[src/rtl/mf_pkg.sv]
// Shared types and constants for the 5x5 median filter.
// No dependencies; every other file imports this package.
`default_nettype none
package mf_pkg;

  localparam int PIX_W         = 8;
  localparam int LW_W          = 12;
  localparam int FH_W          = 16;
  localparam int CFG_IDX_W     = 2;
  localparam int CFG_DATA_W    = 16;
  localparam int DEF_MAX_WIDTH = 2048;
  localparam int DEF_WIN_SIZE  = 5;
  localparam int OUT_FIFO_D    = 16;

  localparam logic [LW_W-1:0] LW_RESET = LW_W'(640);
  localparam logic [FH_W-1:0] FH_RESET = FH_W'(480);

  // configuration register indexes
  localparam logic [CFG_IDX_W-1:0] REG_LINE_WIDTH   = CFG_IDX_W'(0);
  localparam logic [CFG_IDX_W-1:0] REG_FRAME_HEIGHT = CFG_IDX_W'(1);

  // control that travels with an item down the select chain
  typedef struct packed {
    logic valid;
    logic last;
  } ctl_t;

  typedef struct packed {
    logic [PIX_W-1:0] median;
    logic             last;
  } res_t;

endpackage
`default_nettype wire

[src/rtl/mf_select_cell.sv]
// One cell of the radix-select chain: settles one result bit, MSB first.
// Depends on mf_pkg (ctl_t, PIX_W).
`default_nettype none
module mf_select_cell
  import mf_pkg::*;
#(
  parameter int TAPS = 25,
  parameter int KW   = 5,
  parameter int BIT  = 7
) (
  input  wire logic                       clk,
  input  wire logic                       rst_n,
  input  wire ctl_t                       in_ctl,
  input  wire logic [TAPS-1:0][PIX_W-1:0] in_vals,
  input  wire logic [TAPS-1:0]            in_mask,
  input  wire logic [KW-1:0]              in_k,
  input  wire logic [PIX_W-1:0]           in_res,
  output ctl_t                            out_ctl,
  output logic      [TAPS-1:0][PIX_W-1:0] out_vals,
  output logic      [TAPS-1:0]            out_mask,
  output logic      [KW-1:0]              out_k,
  output logic      [PIX_W-1:0]           out_res
);

  logic [TAPS-1:0] plane;
  logic [TAPS-1:0] zeros;
  logic [KW-1:0]   c0;
  logic [TAPS-1:0] mask_nxt;
  logic [KW-1:0]   k_nxt;
  logic [PIX_W-1:0] res_nxt;

  always_comb begin
    for (int i = 0; i < TAPS; i++) begin
      plane[i] = in_vals[i][BIT];
    end
    zeros   = in_mask & ~plane;
    c0      = KW'($countones(zeros));
    res_nxt = in_res;
    // rank falls among the candidates with a zero here: keep those
    if (in_k < c0) begin
      res_nxt[BIT] = 1'b0;
      mask_nxt     = zeros;
      k_nxt        = in_k;
    end else begin
      res_nxt[BIT] = 1'b1;
      mask_nxt     = in_mask & plane;
      k_nxt        = in_k - c0;
    end
  end

  always_ff @(posedge clk) begin
    if (!rst_n) begin
      out_ctl <= '0;
    end else begin
      out_ctl <= in_ctl;
    end
    out_vals <= in_vals;
    out_mask <= mask_nxt;
    out_k    <= k_nxt;
    out_res  <= res_nxt;
  end

endmodule
`default_nettype wire

[config.mk]
export PLATFORM = sky130hd
export DESIGN_NAME = mf_select_cell
export DESIGN_NICKNAME = d
export VERILOG_FILES = /design/src/rtl/mf_pkg.sv /design/src/rtl/mf_select_cell.sv
export SDC_FILE = /design/constraint.sdc
export NUM_CORES = 1
export LEC_CHECK = 0
export BUFFER_PORTS_ARGS = -buffer_cell sky130_fd_sc_hd__buf_2
export CORE_AREA = 2 2 190 192
export CTS_BUF_LIST = sky130_fd_sc_hd__clkbuf_4
export CTS_CLUSTER_SIZE = 10
export DETAILED_ROUTE_END_ITERATION = 12
export DIE_AREA = 0 0 192 194
export GPL_ROUTABILITY_DRIVEN = 0
export HOLD_SLACK_MARGIN = 0.08
export PLACE_DENSITY_LB_ADDON = 0.15
export SLEW_MARGIN = 20
export SYNTH_ARGS = -nofsm -noshare
export SYNTH_HDL_FRONTEND = slang
export SYNTH_SLANG_ARGS = --single-unit
[constraint.sdc]
create_clock -name clk -period 7.15 [get_ports clk]
set_input_delay 1.7875 -clock clk [delete_from_list [all_inputs] [get_ports clk]]
set_output_delay 1.7875 -clock clk [all_outputs]
set_load 0.05 [all_outputs]
Yosys cells after proc, flatten, opt, wreduce, memory -nomap -nowiden

Cells that the tools add are included.

$add $sub $neg: 25
Order comparisons: 1
Mux-type cells: 3
Bitwise logic cells: 3

Operator list:

| operator                               | count |
|---|---|
| 25-bit bitwise AND                     | 2 |
| 25-bit 2-to-1 mux                      | 1 |
| 25-bit NOT                             | 1 |
| 1-bit by 1-bit adder with 2-bit output | 12 |
| 2-bit by 2-bit adder with 3-bit output | 6 |
| 3-bit by 3-bit adder with 4-bit output | 3 |
| 4-bit by 1-bit adder with 5-bit output | 1 |
| 4-bit by 4-bit adder with 5-bit output | 1 |
| 5-bit adder                            | 1 |
| 5-bit < comparator                     | 1 |
| 5-bit 2-to-1 mux                       | 1 |
| 5-bit subtractor                       | 1 |
| 1-bit 2-to-1 mux                       | 1 |

Flip-flop bits (word level): 240
Input bits: 242
Output and inout bits: 240
Logic and storage cells: 62

Depth between registers and ports, before layout

Word-level depth: 9
Gate-level depth with buffers: 21
Depth with buffers taken out: 20

Worst setup path after synthesis

Ideal clock, no wire load.

Kind: input to register
Start point: in in_mask[0]
End point: reg out_k[3]
Setup time: 0.116 ns
Arrival time: 6.696 ns
Data required time: 7.034 ns
Slack: 0.338 ns
Stages: 20
Path buffers: 3
Cell sequence: nor2b_1 > fa_1 > inv_1 > fa_1 > fa_1 > fa_1 > inv_1 > fa_1 > fa_1 > inv_1 > fa_1 > inv_1 > a21o_1 > a21oi_1 > ha_1 > clkbuf_1 > clkbuf_1 > buf_2 > o21ai_0 > and3_1

Longest elaborated chain between the ends: 8
Elaborated cells on any way between the ends: 9
Classes of those cells: add/sub (6); order compare (1); mux (1); bitwise (1)

RTL lines:

| element                                                        | line                                       | text |
|---|---|---|
| start: declaration                                             | mf_select_cell.sv:15                       | `input wire logic [TAPS-1:0] in_mask,` |
| 25-bit bitwise AND *                                           | mf_select_cell.sv:36                       | `zeros = in_mask & ~plane;` |
| 1-bit by 1-bit adder with 2-bit output (implied by the code) * | mf_select_cell.sv:37                       | `c0 = KW'($countones(zeros));` |
| 2-bit by 2-bit adder with 3-bit output (implied by the code) * | mf_select_cell.sv:37                       |  |
| 3-bit by 3-bit adder with 4-bit output (implied by the code) * | mf_select_cell.sv:37                       |  |
| 4-bit by 4-bit adder with 5-bit output (implied by the code) * | mf_select_cell.sv:37                       |  |
| 5-bit adder (implied by the code) *                            | mf_select_cell.sv:37                       |  |
| 5-bit subtractor or 5-bit < comparator (tied branches)         | mf_select_cell.sv:47, mf_select_cell.sv:40 |  |
| 5-bit 2-to-1 mux *                                             | mf_select_cell.sv:40                       | `if (in_k < c0) begin` |
| via k_nxt[3]                                                   | mf_select_cell.sv:29                       | `logic [KW-1:0] k_nxt;` |
| end signal: assignment                                         | mf_select_cell.sv:59                       | `out_k <= k_nxt;` |
| end: declaration                                               | mf_select_cell.sv:21                       | `output logic [KW-1:0] out_k,` |

Mark *: on every way through the listed nets, which the timed path passes. The rest lies on a longest branch.
A chain may end at the register's enable or synchronous reset.

Worst setup path after layout

Start point: in in_mask[0]
End point: reg out_k[2]

The elaborated chain is that of the path after synthesis.

==> results by stage <==
Synthesis:
- Of the total synthesized cell area, the portion taken by full adders, half adders and majority gates is 0.0799.
- Ranked by total cell area, the synthesized netlist is headed by sky130_fd_sc_hd__dfxtp_1 (76%), sky130_fd_sc_hd__fa_1 (6.0%), sky130_fd_sc_hd__a21boi_1 (3.0%).
- The synthesized design spends more area on one cell type than any other, namely sky130_fd_sc_hd__dfxtp_1.
- The complex-gate fraction of the synthesized area was 0.0682.
- Synthesis inferred 240 register bits.
- Of the synthesized area, sequential elements account for 0.759.
- The fraction of synthesized cell area in xor and xnor cells is 0.00415.
- When the netlist entered floorplanning its net count stood at roughly 710.
- The main combinational cell family by area after synthesis is adder cells.
- During synthesis, Yosys emitted a total of 0 warnings.
- Of the total synthesized cell area, the portion taken by AND, OR, NAND and NOR gates is 0.0631.
- The share of synthesized area spent on multiplexers is 0.
- The cell area after synthesis is approximately 6300 um2.
- The share of synthesized area in the top cell type comes to 0.759.
- The unique cell type count in the Yosys netlist is 26.
- The cell count after synthesis came out at between 400 and 500.
- In this run the mean area of a mapped cell was approximately 14 um2.

Routing:
- Detailed routing inserted a total of 5303 vias.
- The count of routing violations after the opening detailed-route iteration is 81.
- The routed via count divided by cell count is around 3.5.
- The routed length per instance is 15.5 um.
- The first-pass iteration count of the detailed router is 4.
- The antenna violation net count after detailed routing is 0.
- The top layer used by detailed routing is met5.
- The wire length on met1 is about 8000 um.
- The amount of wire on met2 after detailed routing is 12000 um.
- The sum of routed wire length over all layers is 23500 um.
- The total DRC errors in the routed layout is 0.
- The met3 layer wire length in the routed design is approximately 2600 um.

Floorplan:
- The die area is approximately 37000 um2.
- After floorplanning, the core was divided into 69 placement rows.
- The placeable core region is between 30000 and 40000 um2.
- The initial utilization of the core area, before any placement, comes to 0.180.
- The die is 194 um tall.
- The die width is between 150 and 200 um.
- The number of top-level design ports is ~480.

Critical path:
- The worst setup path is captured at a register.
- The slowest cell on the critical path is sky130_fd_sc_hd__fa_1.
- On the worst path, the slowest cell contributes a delay of roughly 0.59 ns.
- The type of origin of the critical path is a primary input.
- Traced cell by cell, the critical path runs through buf_2, nor2b_1, fa_1, inv_1, fa_1, fa_1, fa_1, inv_1, fa_1, fa_1, inv_1, fa_1, ha_1, nand2b_1, a21oi_2, o21a_4, or2_1, a21oi_1.
- Data on the critical path arrives at its endpoint at 7.16 ns.
- The cell depth of the worst setup path is 18.
- Following the worst setup path forward leads to its endpoint at out_k[2].
- Along the worst path, the maximum fanout reaches 54.
- The most critical setup path has its startpoint at in_mask[0].
- The critical path's top delay family is adder cells.
- The required time reported for the critical path endpoint is just under 8 ns.
- The critical path is of the in -> reg type.
- The cell repeated most along the worst path is sky130_fd_sc_hd__fa_1.
- The critical path contains buffers and inverters numbering 4 combined.

Timing:
- The total count of max-transition violations in the final report came to 0.
- The final count of hold timing violations came to 0.
- The fraction of the cycle the final worst path needs is 0.920.
- The tightest hold path in the finished design has a slack of between 1 and 1.5 ns.
- In the final timing run, aggregate negative setup slack is 0 ns.
- The maximum clock frequency is approximately 150 MHz.
- Setup repair after global routing left no endpoint under its margin.
- Headroom to the max-slew limit came out at 0.653.
- The final setup violation count is 0.
- The routed design could run at a clock period as short as 6.58 ns.
- The smallest setup slack after layout is ~0.57 ns.
- The transition at the pin with the smallest max-transition slack is roughly 0.52 ns.

CTS:
- After clock tree synthesis, the flow added hold-fix buffers numbering 0.
- The cell at the root of the clock tree is sky130_fd_sc_hd__clkbuf_4.
- The post-CTS setup repair buffer count is 0.
- The clock tree from TritonCTS is yes.
- The quantity of gates resized following cts is 0.
- The tree built by TritonCTS fans out to 240 sinks.
- The H-tree was split into 3 levels.
- The longest clock path from root to sink contains 3 buffers.
- Buffers inserted during clock tree synthesis total 69.
- The clock transition at the registers of the reported paths is around 0.070 ns.

Power:
- The worst ir drop on vdd is roughly 150 uV.
- In this run the static leakage power is about 5.2 nW.
- The power density over the cells is ~400 nW/um2.

Placement:
- The count of buffers added on input and output ports is 480.
- Once detailed placement completed, the half-perimeter wirelength came to between 15000 and 20000 um.
- The instance count after placement with tap cells included is around 1400.
- The setup slack at placement is -0.265 ns.

Min path:
- The tightest min-delay check is of the in -> reg type.

Finish:
- Leaving out filler cells and counting taps, the final layout contains around 1500.
- At the end of the flow the core is filled with cells to 0.291.
- The area growth from synthesis to layout is 62.3%.
- The final net count is 1273.
- The fraction of layout instances using a drive strength above 1 is 0.578.

Global routing:
- Entering global routing, the biggest net connects 55 pins.
- The first global-routing pass estimated ~33000 um of wire.
- The total global routing overflow is 0.
- The number of antenna violations at the first check in global routing came to 7.
- The number of global-route vias before repair was about 5500.
- For this run, the total global-route usage over all layers was measured as 0.121.

Outcome:
- The run finished with clean final reports.

Flow run:
- The tool flagged a number of max-cap violations equal to 0.
==> layer usage <==
metal,vias up,global-route usage
met5,-,0
met4,8,0.0537
met3,58,0.0655
met2,294,0.218
met1,2341,0.110
li1,2602,-
==> placed cells by master (no fill, tap or decap), types with 3 or more instances in the layout <==
| cell type | Yosys | final |
|---|---|---|
| sky130_fd_sc_hd__buf_2 | 1 | 480 |
| sky130_fd_sc_hd__dfxtp_1 | 240 | 240 |
| sky130_fd_sc_hd__clkbuf_4 | 0 | 94 |
| sky130_fd_sc_hd__o21ai_0 | 30 | 30 |
| sky130_fd_sc_hd__inv_1 | 25 | 25 |
| sky130_fd_sc_hd__or3_1 | 25 | 25 |
| sky130_fd_sc_hd__a21boi_1 | 25 | 25 |
| sky130_fd_sc_hd__fa_1 | 19 | 19 |
| sky130_fd_sc_hd__buf_4 | 0 | 18 |
| sky130_fd_sc_hd__clkinv_1 | 0 | 15 |
| sky130_fd_sc_hd__nand2b_1 | 14 | 14 |
| sky130_fd_sc_hd__nor2b_1 | 14 | 14 |
| sky130_fd_sc_hd__ha_1 | 10 | 9 |
| sky130_fd_sc_hd__a21oi_1 | 7 | 7 |
| sky130_fd_sc_hd__diode_2 | 0 | 6 |
| sky130_fd_sc_hd__nor3_1 | 4 | 4 |
| sky130_fd_sc_hd__clkinv_2 | 0 | 4 |
| sky130_fd_sc_hd__xor2_1 | 3 | 3 |
| sky130_fd_sc_hd__nor2_1 | 3 | 3 |
==> final cells by class <==
| type | count | area [um2] |
|---|---|---|
| sequential | 240 | 4800 |
| tap | 461 | 577 |
| clock buffer | 94 | 706 |
| antenna | 6 | 15.0 |
| timing repair buffer | 499 | 2560 |
| inverter | 25 | 93.8 |
| fill | 3804 | 25000 |
| multi-input combinational | 167 | 1370 |
| clock inverter | 25 | 148 |
==> report_power, final <==
part | switching (mW) | internal, mW | total, mW
logic | 0.978 | 0.488 | 1.47
registers | 0.0262 | 1.47 | 1.49
clock network | 0.600 | 0.651 | 1.25
==> cells in the mapped netlist (all sizes together) <==
cell type  number
dfxtp         240
o21ai          31
a21boi         25
inv            25
or3            25
fa             19
nand2b         14
nor2b          14
ha             10
a21oi           8
clkbuf          7
buf             4
nor2            4
nor3            4
xor2            3
a211oi          2
a21o            2
and2            2
and3            1
nand3           1
o21a            1
or2             1
==> per-stage QoR <==
stage / total power, mW / cell area, um2
finish: 4.21 / 10300
global route: 4.53 / 10300
CTS: 4.33 / 10300
detailed placement: 3.03 / 9400
global placement: 3.01 / 9400
floorplan: 2.58 / 6330
==> worst min-delay path by stage <==
stage / startpoint / to / slack, ns / cells after the start
6_report: in_vals[70] / out_vals[70] / 1.15 / 1
5_1_grt: in_vals[194] / out_vals[194] / 1.00 / 1
4_1_cts: in_vals[194] / out_vals[194] / 1.02 / 1
3_5_place_dp: in_vals[194] / out_vals[194] / 1.89 / 1
3_3_place_gp: in_vals[12] / out_vals[12] / 1.89 / 1
2_1_floorplan: in_res[0] / out_res[0] / 1.82 / 0
==> flip-flops by register name (all words and copies together), names as in the netlist <==
name,count
out_k,5
out_mask,25
out_res,8
out_ctl,2
out_vals,200
==> cell families (layout without fill, tap and decap cells) <==
family | after synthesis | after routing
XOR/XNOR | 3 | 3
AO/OA/AOI/OAI | 69 | 69
AND/OR/NAND/NOR | 66 | 66
other | 0 | 6
buffers and inverters | 36 | 643
flip-flops | 240 | 240
adder cells (fa/ha/maj) | 29 | 29
(Power assumes the default switching activity.)
